**src/pnk_pkg.sv**
```systemverilog
`timescale 1ns / 1ps
`default_nettype none

package pnk_pkg;

    localparam int ROW_W    = 16;
    localparam int SAMPLE_W = 16;
    localparam int SCALE_W  = 15;
    localparam int MUL_W    = 32;
    localparam int CFG_DATA_W = 64;
    localparam int CFG_IDX_W  = 1;

    localparam logic [63:0] GOLDEN_STEP = 64'h9E3779B97F4A7C15;
    localparam logic [63:0] MIX_MUL_A   = 64'hBF58476D1CE4E5B9;
    localparam logic [63:0] MIX_MUL_B   = 64'h94D049BB133111EB;
    localparam logic [SCALE_W-1:0] SCALE_RESET = 15'd17695;

    localparam logic [CFG_IDX_W-1:0] REG_SEED  = 1'd0;
    localparam logic [CFG_IDX_W-1:0] REG_SCALE = 1'd1;

    typedef enum logic [3:0] {
        ST_IDLE,
        ST_ADD,
        ST_M_LL,
        ST_M_HL,
        ST_M_LH,
        ST_M_SUM,
        ST_WRITE,
        ST_SCALE,
        ST_SCALE_W,
        ST_DIV_W,
        ST_OUT
    } state_t;

endpackage

`default_nettype wire

```
**src/pink_noise_generator_core.sv**
```systemverilog
`timescale 1ns / 1ps
`default_nettype none

// An accepted advance transaction redraws n rows, n = 1..ROWS (all ROWS on counter wrap);
// each row runs ADD, two rounds of M_LL, M_HL, M_LH, M_SUM, then WRITE.
// Throughput: one transaction at a time; s_ready returns with m_valid, and stays low
// while an older result waits in OUT.
// Each redrawn row uses the single registered 32x32 multiplier.
// A tick with s_advance low is accepted in IDLE and yields no result.
// Reset: rows, row sum, counter and generator state cleared; scale_reg = 17695.
module pink_noise_generator_core #(
    parameter int ROWS = 16
) (
    input  wire logic                                   aclk,
    input  wire logic                                   aresetn,
    input  wire logic                                   s_valid,
    output logic                                        s_ready,
    input  wire logic                                   s_advance,
    output logic                                        m_valid,
    input  wire logic                                   m_ready,
    output logic signed [pnk_pkg::SAMPLE_W-1:0]         m_sample,
    input  wire logic                                   cfg_wr_en,
    input  wire logic [pnk_pkg::CFG_IDX_W-1:0]          cfg_index,
    input  wire logic [pnk_pkg::CFG_DATA_W-1:0]         cfg_data
);

    localparam int CLOG  = $clog2(ROWS);
    localparam int IDX_W = (CLOG > 0) ? CLOG : 1;
    localparam int SUM_W = 16 + CLOG;
    localparam int K     = SUM_W + CLOG;
    localparam int RECIP = ((2 ** K) + ROWS - 1) / ROWS;
    localparam logic [SUM_W-1:0]            OFFSET  = SUM_W'(ROWS * 32768);
    localparam logic [pnk_pkg::MUL_W-1:0]   RECIP_W = pnk_pkg::MUL_W'(RECIP);

    pnk_pkg::state_t state_reg, state_next;

    logic [ROWS-1:0]                 cnt_reg, cnt_next;
    logic [ROWS-1:0]                 diff_reg, diff_next;
    logic [IDX_W-1:0]                idx_reg, idx_next;
    logic [63:0]                     gen_reg, gen_next;
    logic [pnk_pkg::SCALE_W-1:0]     scale_reg, scale_next;
    logic                            mix_sel_reg, mix_sel_next;
    logic                            m_valid_reg, m_valid_next;
    logic [63:0]                     z_reg, z_next;
    logic [63:0]                     acc_reg, acc_next;
    logic [pnk_pkg::SAMPLE_W-1:0]    res_reg, res_next;
    logic [pnk_pkg::SAMPLE_W-1:0]    m_sample_reg, m_sample_next;

    logic [pnk_pkg::MUL_W-1:0]       mul_a, mul_b;
    logic [2*pnk_pkg::MUL_W-1:0]     mul_p;

    logic                            row_wr_en;
    logic signed [pnk_pkg::ROW_W-1:0] row_value;
    logic signed [SUM_W-1:0]         sum;

    logic [63:0]                     g_add;
    logic [63:0]                     mix_const;
    logic [31:0]                     prod_hi;
    logic [63:0]                     prod;
    logic [SUM_W-1:0]                sum_biased;
    logic [ROWS-1:0]                 diff_shift;
    logic [15:0]                     quot;

    pnk_mul u_mul (
        .aclk     (aclk),
        .op_a     (mul_a),
        .op_b     (mul_b),
        .prod_reg (mul_p)
    );

    pnk_rows #(
        .ROWS  (ROWS),
        .IDX_W (IDX_W),
        .SUM_W (SUM_W)
    ) u_rows (
        .aclk     (aclk),
        .aresetn  (aresetn),
        .wr_en    (row_wr_en),
        .wr_idx   (idx_reg),
        .wr_value (row_value),
        .sum_reg  (sum)
    );

    assign s_ready  = (state_reg == pnk_pkg::ST_IDLE);
    assign m_valid  = m_valid_reg;
    assign m_sample = m_sample_reg;

    assign g_add      = gen_reg + pnk_pkg::GOLDEN_STEP;
    assign mix_const  = mix_sel_reg ? pnk_pkg::MIX_MUL_B : pnk_pkg::MIX_MUL_A;
    assign prod_hi    = acc_reg[63:32] + mul_p[31:0];
    assign prod       = {prod_hi, acc_reg[31:0]};
    assign sum_biased = $unsigned(sum) + OFFSET;
    assign diff_shift = diff_reg >> 1;
    assign quot       = mul_p[K +: 16];
    assign row_value  = {~z_reg[63], z_reg[62:48]};

    always_comb begin
        state_next = state_reg;
        case (state_reg)
            pnk_pkg::ST_IDLE: begin
                if (s_valid && s_advance) begin
                    state_next = pnk_pkg::ST_ADD;
                end
            end
            pnk_pkg::ST_ADD:   state_next = pnk_pkg::ST_M_LL;
            pnk_pkg::ST_M_LL:  state_next = pnk_pkg::ST_M_HL;
            pnk_pkg::ST_M_HL:  state_next = pnk_pkg::ST_M_LH;
            pnk_pkg::ST_M_LH:  state_next = pnk_pkg::ST_M_SUM;
            pnk_pkg::ST_M_SUM: begin
                state_next = mix_sel_reg ? pnk_pkg::ST_WRITE : pnk_pkg::ST_M_LL;
            end
            pnk_pkg::ST_WRITE: begin
                state_next = diff_shift[0] ? pnk_pkg::ST_ADD : pnk_pkg::ST_SCALE;
            end
            pnk_pkg::ST_SCALE:   state_next = pnk_pkg::ST_SCALE_W;
            pnk_pkg::ST_SCALE_W: state_next = pnk_pkg::ST_DIV_W;
            pnk_pkg::ST_DIV_W:   state_next = pnk_pkg::ST_OUT;
            pnk_pkg::ST_OUT: begin
                if (!m_valid_reg || m_ready) begin
                    state_next = pnk_pkg::ST_IDLE;
                end
            end
            default: state_next = pnk_pkg::ST_IDLE;
        endcase
    end

    always_comb begin
        cnt_next      = cnt_reg;
        diff_next     = diff_reg;
        idx_next      = idx_reg;
        gen_next      = gen_reg;
        scale_next    = scale_reg;
        mix_sel_next  = mix_sel_reg;
        z_next        = z_reg;
        acc_next      = acc_reg;
        res_next      = res_reg;
        m_sample_next = m_sample_reg;
        m_valid_next  = m_valid_reg;
        mul_a         = '0;
        mul_b         = '0;
        row_wr_en     = 1'b0;

        if (m_valid_reg && m_ready) begin
            m_valid_next = 1'b0;
        end

        case (state_reg)
            pnk_pkg::ST_IDLE: begin
                if (s_valid && s_advance) begin
                    cnt_next  = cnt_reg + ROWS'(1);
                    diff_next = cnt_reg ^ cnt_next;
                    idx_next  = '0;
                end
                if (cfg_wr_en) begin
                    case (cfg_index)
                        pnk_pkg::REG_SEED:  gen_next   = cfg_data;
                        pnk_pkg::REG_SCALE: scale_next = cfg_data[pnk_pkg::SCALE_W-1:0];
                        default: ;
                    endcase
                end
            end
            pnk_pkg::ST_ADD: begin
                gen_next     = g_add;
                z_next       = g_add ^ (g_add >> 30);
                mix_sel_next = 1'b0;
            end
            pnk_pkg::ST_M_LL: begin
                mul_a = z_reg[31:0];
                mul_b = mix_const[31:0];
            end
            pnk_pkg::ST_M_HL: begin
                mul_a    = z_reg[63:32];
                mul_b    = mix_const[31:0];
                acc_next = mul_p;
            end
            pnk_pkg::ST_M_LH: begin
                mul_a    = z_reg[31:0];
                mul_b    = mix_const[63:32];
                acc_next = {acc_reg[63:32] + mul_p[31:0], acc_reg[31:0]};
            end
            pnk_pkg::ST_M_SUM: begin
                if (mix_sel_reg) begin
                    z_next       = prod ^ (prod >> 31);
                    mix_sel_next = 1'b0;
                end else begin
                    z_next       = prod ^ (prod >> 27);
                    mix_sel_next = 1'b1;
                end
            end
            pnk_pkg::ST_WRITE: begin
                row_wr_en = 1'b1;
                diff_next = diff_shift;
                idx_next  = idx_reg + IDX_W'(1);
            end
            pnk_pkg::ST_SCALE: begin
                mul_a = pnk_pkg::MUL_W'(sum_biased);
                mul_b = pnk_pkg::MUL_W'(scale_reg);
            end
            pnk_pkg::ST_SCALE_W: begin
                mul_a = pnk_pkg::MUL_W'(mul_p[15 +: SUM_W]);
                mul_b = RECIP_W;
            end
            pnk_pkg::ST_DIV_W: begin
                res_next = quot - {1'b0, scale_reg};
            end
            pnk_pkg::ST_OUT: begin
                if (!m_valid_reg || m_ready) begin
                    m_valid_next  = 1'b1;
                    m_sample_next = res_reg;
                end
            end
            default: ;
        endcase
    end

    always_ff @(posedge aclk) begin
        if (!aresetn) begin
            state_reg   <= pnk_pkg::ST_IDLE;
            cnt_reg     <= '0;
            diff_reg    <= '0;
            idx_reg     <= '0;
            gen_reg     <= '0;
            scale_reg   <= pnk_pkg::SCALE_RESET;
            mix_sel_reg <= 1'b0;
            m_valid_reg <= 1'b0;
        end else begin
            state_reg   <= state_next;
            cnt_reg     <= cnt_next;
            diff_reg    <= diff_next;
            idx_reg     <= idx_next;
            gen_reg     <= gen_next;
            scale_reg   <= scale_next;
            mix_sel_reg <= mix_sel_next;
            m_valid_reg <= m_valid_next;
        end
    end

    always_ff @(posedge aclk) begin
        z_reg        <= z_next;
        acc_reg      <= acc_next;
        res_reg      <= res_next;
        m_sample_reg <= m_sample_next;
    end

endmodule

`default_nettype wire

```
**src/pnk_mul.sv**
```systemverilog
`timescale 1ns / 1ps
`default_nettype none

module pnk_mul (
    input  wire logic                          aclk,
    input  wire logic [pnk_pkg::MUL_W-1:0]     op_a,
    input  wire logic [pnk_pkg::MUL_W-1:0]     op_b,
    output logic      [2*pnk_pkg::MUL_W-1:0]   prod_reg
);

    logic [2*pnk_pkg::MUL_W-1:0] prod_next;

    assign prod_next = op_a * op_b;

    always_ff @(posedge aclk) begin
        prod_reg <= prod_next;
    end

endmodule

`default_nettype wire

```
**src/pnk_rows.sv**
```systemverilog
`timescale 1ns / 1ps
`default_nettype none

module pnk_rows #(
    parameter int ROWS  = 16,
    parameter int IDX_W = 4,
    parameter int SUM_W = 20
) (
    input  wire logic                              aclk,
    input  wire logic                              aresetn,
    input  wire logic                              wr_en,
    input  wire logic        [IDX_W-1:0]           wr_idx,
    input  wire logic signed [pnk_pkg::ROW_W-1:0]  wr_value,
    output logic signed      [SUM_W-1:0]           sum_reg
);

    logic signed [pnk_pkg::ROW_W-1:0] row_reg [ROWS];
    logic signed [pnk_pkg::ROW_W-1:0] old_value;
    logic signed [SUM_W-1:0]          sum_next;

    assign old_value = row_reg[wr_idx];
    assign sum_next  = sum_reg + SUM_W'(wr_value) - SUM_W'(old_value);

    always_ff @(posedge aclk) begin
        if (!aresetn) begin
            sum_reg <= '0;
            for (int r = 0; r < ROWS; r++) begin
                row_reg[r] <= '0;
            end
        end else if (wr_en) begin
            sum_reg         <= sum_next;
            row_reg[wr_idx] <= wr_value;
        end
    end

endmodule

`default_nettype wire
```
**config.mk**
```make
export PLATFORM = sky130hd
export DESIGN_NAME = pink_noise_generator_core
export DESIGN_NICKNAME = d
export VERILOG_FILES = /design/src/pnk_pkg.sv /design/src/pink_noise_generator_core.sv /design/src/pnk_mul.sv /design/src/pnk_rows.sv
export SDC_FILE = /design/constraint.sdc
export NUM_CORES = 2
export LEC_CHECK = 0
export BUFFER_PORTS_ARGS = -buffer_cell sky130_fd_sc_hd__buf_2
export CAP_MARGIN = 20
export CELL_PAD_IN_SITES_DETAIL_PLACEMENT = 0
export CELL_PAD_IN_SITES_GLOBAL_PLACEMENT = 1
export CORE_MARGIN = 3
export CORE_UTILIZATION = 40
export CTS_CLUSTER_DIAMETER = 30
export DETAILED_ROUTE_END_ITERATION = 12
export GPL_TIMING_DRIVEN = 0
export HOLD_SLACK_MARGIN = 0.02
export PLACE_DENSITY = 0.7
export SETUP_SLACK_MARGIN = 0.5
export SLEW_MARGIN = 20
export SYNTH_ARGS = -nofsm -noshare
export SYNTH_HDL_FRONTEND = slang
export SYNTH_SLANG_ARGS = --single-unit
```
**constraint.sdc**
```tcl
create_clock -name aclk -period 9.8 [get_ports aclk]
set_clock_uncertainty 0.15 [all_clocks]
set_input_delay 0.49 -clock aclk [delete_from_list [all_inputs] [get_ports aclk]]
set_output_delay 0.49 -clock aclk [all_outputs]
set_load 0.02 [all_outputs]
```
======== Yosys cells after proc, flatten, opt, wreduce, memory -nomap -nowiden ========
Memories as Yosys holds them, arrays and structs flattened. A register that Yosys moved wholly into a read port is not among the register bits.
Cells that the tools add are included.
operators by class
  $add $sub $neg .......................... 8
  $mul .................................... 1
  equal/unequal tests ..................... 14
  mux-type cells .......................... 33
  bitwise logic cells ..................... 6
  reductions and logical operators ........ 19
operators by type and width
  operator                  number
  $pmux W64 S2              3
  $pmux W32 S4              2
  $mux W64                  3
  $add A64 B64 Y64 const B  1
  $mul A32 B32 Y64          1
  $xor A64 B33 Y64          1
  $xor A64 B34 Y64          1
  $xor A64 B37 Y64          1
  $mux W62                  1
  $pmux W4 S11              1
  $add A32 B32 Y32          1
  $mux W16                  2
  $pmux W16 S2              1
  $mux W4                   6
  $add A20 B16 Y20          1
  $add A20 B20 Y20 const B  1
  $sub A20 B16 Y20          1
  $add A16 B1 Y16 const B   1
  $eq A4 B3 Y1 const B      4
  $reduce_or A16 Y1         1
  $sub A16 B15 Y16          1
  $xor A16 B16 Y16          1
  $eq A4 B4 Y1 const B      3
  $mux W1                   10
  other kinds (17)          32
word-level totals
  bits in registers ....................... 365
  bits in writable memories ............... 256
  bits of input ports ..................... 71
  output and inout port bits .............. 18
  word-level logic and storage cells ...... 97
  memories kept ........................... 1
memory list
  memory          words  bits a word  read ports  clocked after Yosys merged registers in  wr ports  RTL line        text
  u_rows.row_reg  16     16           1           1                                        16        pnk_rows.sv:17  logic signed [pnk_pkg::ROW_W-1:0] row_reg [ROWS];

======== Logic depth before layout (Yosys ltp) ========
  depth after elaboration ................. 7
  gate-level depth with buffers ........... 36
  gate-level depth less buffers ........... 33

======== Hierarchy ========
Synthesis repeated with hierarchy kept, for this count alone.
unflattened totals
  cells, all modules ...................... 6728
  area total of the unflattened synthesis .. 65848.2 sq um
modules (own cells, without submodules)
  module                     times used  cells an instance  area each (sq um)  seq. area each (sq um)
  pnk_mul                    1           3751               34682.0            1281.2
  pink_noise_generator_core  1           1952               17346.6            7186.9
  pnk_rows                   1           1025               13819.5            8087.8

======== Worst setup path after synthesis ========
OpenSTA, ideal clock, no wires.
  kind .................................... register -> register
  start ................................... register state_reg[0]
  end ..................................... register u_mul.prod_reg[60] (netlist bit)
  library setup time ...................... 0.072 ns
  data arrival time ....................... 9.564 ns
  data required time ...................... 9.578 ns
  path slack .............................. 0.015 ns
  cell stages (with the launch flop) ...... 32
  buffers on the path ..................... 4
  period minus slack after synthesis ...... 9.785 ns
  cell sequence ........................... dfxtp_1 -> buf_2 -> clkinv_1 -> nor2_1 -> clkbuf_1 -> buf_1 -> clkbuf_1 -> a22oi_1 -> fa_1 -> inv_1 -> fa_1 -> fa_1 -> inv_1 -> fa_1 -> inv_1 -> fa_1 -> fa_1 -> fa_1 -> inv_1 -> fa_1 -> inv_1 -> ha_1 -> and3_1 -> and4_1 -> nand2_1 -> o2111a_1 -> o21a_1 -> o31ai_4 -> a41oi_2 -> or3_1 -> o31ai_1 -> xor2_1
on the way
  cells in the longest elaborated chain, start to end .. 4
  elaborated cells between the ends (all ways) .. 10
  those cells by class .................... 1 x mul; 5 x eq/ne; 2 x mux; 2 x reduce/logical
RTL lines
  item                                                 RTL line                          text
  from (decl)                                          pink_noise_generator_core.sv:35   pnk_pkg::state_t state_reg, state_next;
  from (signal assigned)                               pink_noise_generator_core.sv:218  state_reg <= pnk_pkg::ST_IDLE;
  from (signal assigned)                               pink_noise_generator_core.sv:227  state_reg <= state_next;
  $eq A4 B3 Y1 / $eq A4 B2 Y1 (equally long branches)  pink_noise_generator_core.sv:147  case (state_reg)
  $reduce_or A2 Y1 (no source line)                    --
  $pmux W32 S4                                         pink_noise_generator_core.sv:147
  $mul A32 B32 Y64 *                                   pnk_mul.sv:13                     assign prod_next = op_a * op_b;
  net u_mul.prod_next, one bit                         pnk_mul.sv:11                     logic [2*pnk_pkg::MUL_W-1:0] prod_next;
  to (signal assigned)                                 pnk_mul.sv:16                     prod_reg <= prod_next;
  to (decl)                                            pnk_mul.sv:8                      output logic [2*pnk_pkg::MUL_W-1:0] prod_reg
The timed path passes the listed nets; every way through them passes the cells marked *.
A chain may end at the register's enable or synchronous reset.

======== Final worst setup path ========
  start ................................... register state_reg[3]
  end ..................................... register u_mul.prod_reg[58] (netlist bit)
Same word-level chain as after synthesis.

==> run summary <==
Clk pin slew, worst setup/hold paths = 60 ps
Seq/Total Area, Yosys = 26.8%
Hold_ws = 62.9 ps
1st-iter DRT viols = 5347
Grt total ovfl = 0
Starting Density = 40.5%
Routability Congestion = 0.985
VDD IR-drop max = 0.000146 V
Leak Pwr = 0.0329 uW
Core area = 153000 sq um
Post-route ant nets = 0
RR Startpoint = state_reg[3]
Place WS = -3170 ps
Fin crit period = 9350 ps
Layout cell share with drive strength beyond 1 = 13.4%
Mean Syn Cell Area = 9.70 sq um
Die Ht = 400 um
TritonCTS clock tree = yes
Die area = 160000 sq um
Max-slew violation count = 0
Hold path cells = 3
Max cap viols = 0
DIE WIDTH = 400 um
Worst Hold End = gen_reg[51]
WL final = 249000 um
Unrepaired setup endpoints after global routing = yes
Row cnt = 143
Fin crit share = 95.4%
H-tree Lvls = 3
Number of synthesized flops with an enable pin = 416
PortBufs = 88
Post-DR vias/cell = 5.63
Worst path required time = 10260 ps
Net Count, Synth = 7713
Final setup violation count = 0
Most used cell, CP = fa_1
Main flop type after synthesis = edfxtp_1
Final worst slack = 446 ps
Measured slew at the worst slew-check pin = 1190 ps
Nets = 8090
Setup CP Type = reg2reg
FF+latch count, synth = 623
Layout Cells excl Fill = 8903
First drt pass iteration count = 6
Rel. slew slack = 20.4%
Wire per inst = 28.0 um
Largest net degree at the start of global routing = 25
Crit start category = flop
GRT Util Overall = 31.1%
Global-route wire length before repair = 354000 um
Vias = 50110
Reg-to-reg endpoint = u_mul.prod_reg[58]
Worst Hold Launch = cfg_data[51]
Result of the run = finished, final reports clean
P&R area growth vs syn = 17.7%
Fin. Hold Viols = 0
HPWL Detailed = 204000 um
Max FFs per register = 256
Number of unique standard cell types used by synthesis = 96
# clock sinks = 623
TritonCTS Buffers = 108
Remaining DRCs = 0
Vias in the first global route = 50066
Cell count after synthesis = 6394
Max stage delay cell, worst path = fa_1
Crit path DAT = 9810 ps
CP Max Fanout = 7
Pwr/cell area = 161 nW/um^2
CP max stage delay = 640 ps
Commonest non-fill, non-tap cells in the layout = inv_1 (1089), fa_1 (826), nor2_1 (735), nand2_1 (611), edfxtp_1 (416)
HP Class = in2reg
Clock latency on the worst-skew pair = 700 ps
IO Pins = 89
Worst r2r path cells = 33
Synth Warn # = 0
Asr flop ratio synth = 0%
Fillers = 14525
Fmax = 107 MHz
R2r setup slk = 450 ps
Commonest non-fill, non-tap cell in the layout = inv_1
Placed Instances = 8558
Post-Synthesis Cell Area = 62000 sq um
Clk buf depth = 3
Crit. End Element = flop
CTS root buffer = clkbuf_16
Antenna violations before repair = 11
## worst max-delay path: cells and delay by family (launching register included)
family	cells	cell delay, ps
flip-flops	1	350
AO/OA/AOI/OAI	12	2600
AND/OR/NAND/NOR	4	590
adder cells (fa/ha/maj)	9	4350
buffers and inverters	8	1180
## per-stage QoR
stage	cell area (sq um)	utilization, %	total power [uW]	TNS (ps)
after floorplan	62000	-	5680	0
after global placement	65000	42.5	7340	-131310
after detailed placement	65800	43.0	7410	-84640
after CTS	72200	47.2	11600	0
after global routing	73000	47.7	12200	0
final	73000	47.7	11800	0
## timing repair
item | in CTS | in global routing
gates cloned | 2 | 1
hold buffers | 40 | 0
setup endpoints to repair | 53 | 19
buffers inserted | 58 | 32
resized for setup | 496 | 150
hold endpoints to repair | 42 | 0
pin swaps | 50 | 79
## routing by layer
| layer | track usage (%) | wire (um) | part of all wire (%) |
|---|---|---|---|
| met3 | 5.49 | 22300 | 8.9 |
| met1 | 43.5 | 104000 | 42 |
| met5 | 0 | 11 | 0.0044 |
| met2 | 47.1 | 109000 | 44 |
| met4 | 14.6 | 14400 | 5.8 |
## cell usage after synthesis, types with 21 or more instances
cell type	n	share of area, %
and2_1	27	0.27
edfxtp_1	416	20
o21ai_0	188	1.5
nor2_1	755	4.6
a21oi_1	267	2.2
nand3_1	49	0.40
clkinv_1	21	0.13
nor3_1	182	1.5
a31oi_1	33	0.33
xnor2_1	166	2.3
ha_1	394	8.0
mux2i_1	32	0.52
a22o_1	32	0.45
mux4_2	80	2.9
buf_1	27	0.16
dfxtp_1	207	6.7
a221o_1	21	0.34
fa_1	854	28
nand2_1	631	3.8
inv_1	1097	6.6
nand4_1	24	0.24
a221oi_1	25	0.35
a22oi_1	31	0.38
a211oi_1	32	0.39
clkbuf_1	287	1.7
o211ai_1	23	0.28
nor2b_1	45	0.45
a21o_1	68	0.82
xor2_1	91	1.3
and3_1	31	0.31
o22ai_1	21	0.21
## report_power, final
| part | switching, uW | total, uW | internal (uW) |
|---|---|---|---|
| Sequential | 329 | 3430 | 3100 |
| Combinational | 2880 | 4430 | 1550 |
| Clock | 1450 | 3910 | 2460 |
## area by class of cell
| type | count | area [sq um] | area share [%] |
|---|---|---|---|
| Sequential cell | 623 | 16600 | 22.8 |
| Antenna cell | 8 | 20.0 | 0.0274 |
| Multi-Input combinational cell | 4327 | 41400 | 56.8 |
| Clock buffer | 133 | 3040 | 4.16 |
| Clock inverter | 71 | 733 | 1.00 |
| Tap cell | 2030 | 2540 | 3.48 |
| Inverter | 1119 | 4230 | 5.80 |
| Buffer | 325 | 2070 | 2.84 |
| Timing Repair Buffer | 267 | 2250 | 3.08 |
## worst max path at each step
stage                       startpoint  cells after the start            endpoint
after floorplan           state_reg[0]                     31  u_mul.prod_reg[60]
after detailed placement  state_reg[3]                     30  u_mul.prod_reg[57]
after global routing      state_reg[3]                     36  u_mul.prod_reg[63]
final                     state_reg[3]                     33  u_mul.prod_reg[58]
after CTS                 state_reg[3]                     35  u_mul.prod_reg[57]
after global placement    state_reg[3]                     32  u_mul.prod_reg[57]
## cells by family after synthesis
| kind of cell | after synthesis | share of synthesized area, % |
|---|---|---|
| AND/OR/NAND/NOR | 1822 | 12.4 |
| buffers and inverters | 1444 | 8.77 |
| adder cells (fa/ha/maj) | 1248 | 35.5 |
| AO/OA/AOI/OAI | 881 | 9.22 |
| flip-flops | 623 | 26.8 |
| XOR/XNOR | 261 | 3.77 |
| multiplexers | 115 | 3.48 |
Note: power is estimated with default switching activity, not from simulation.
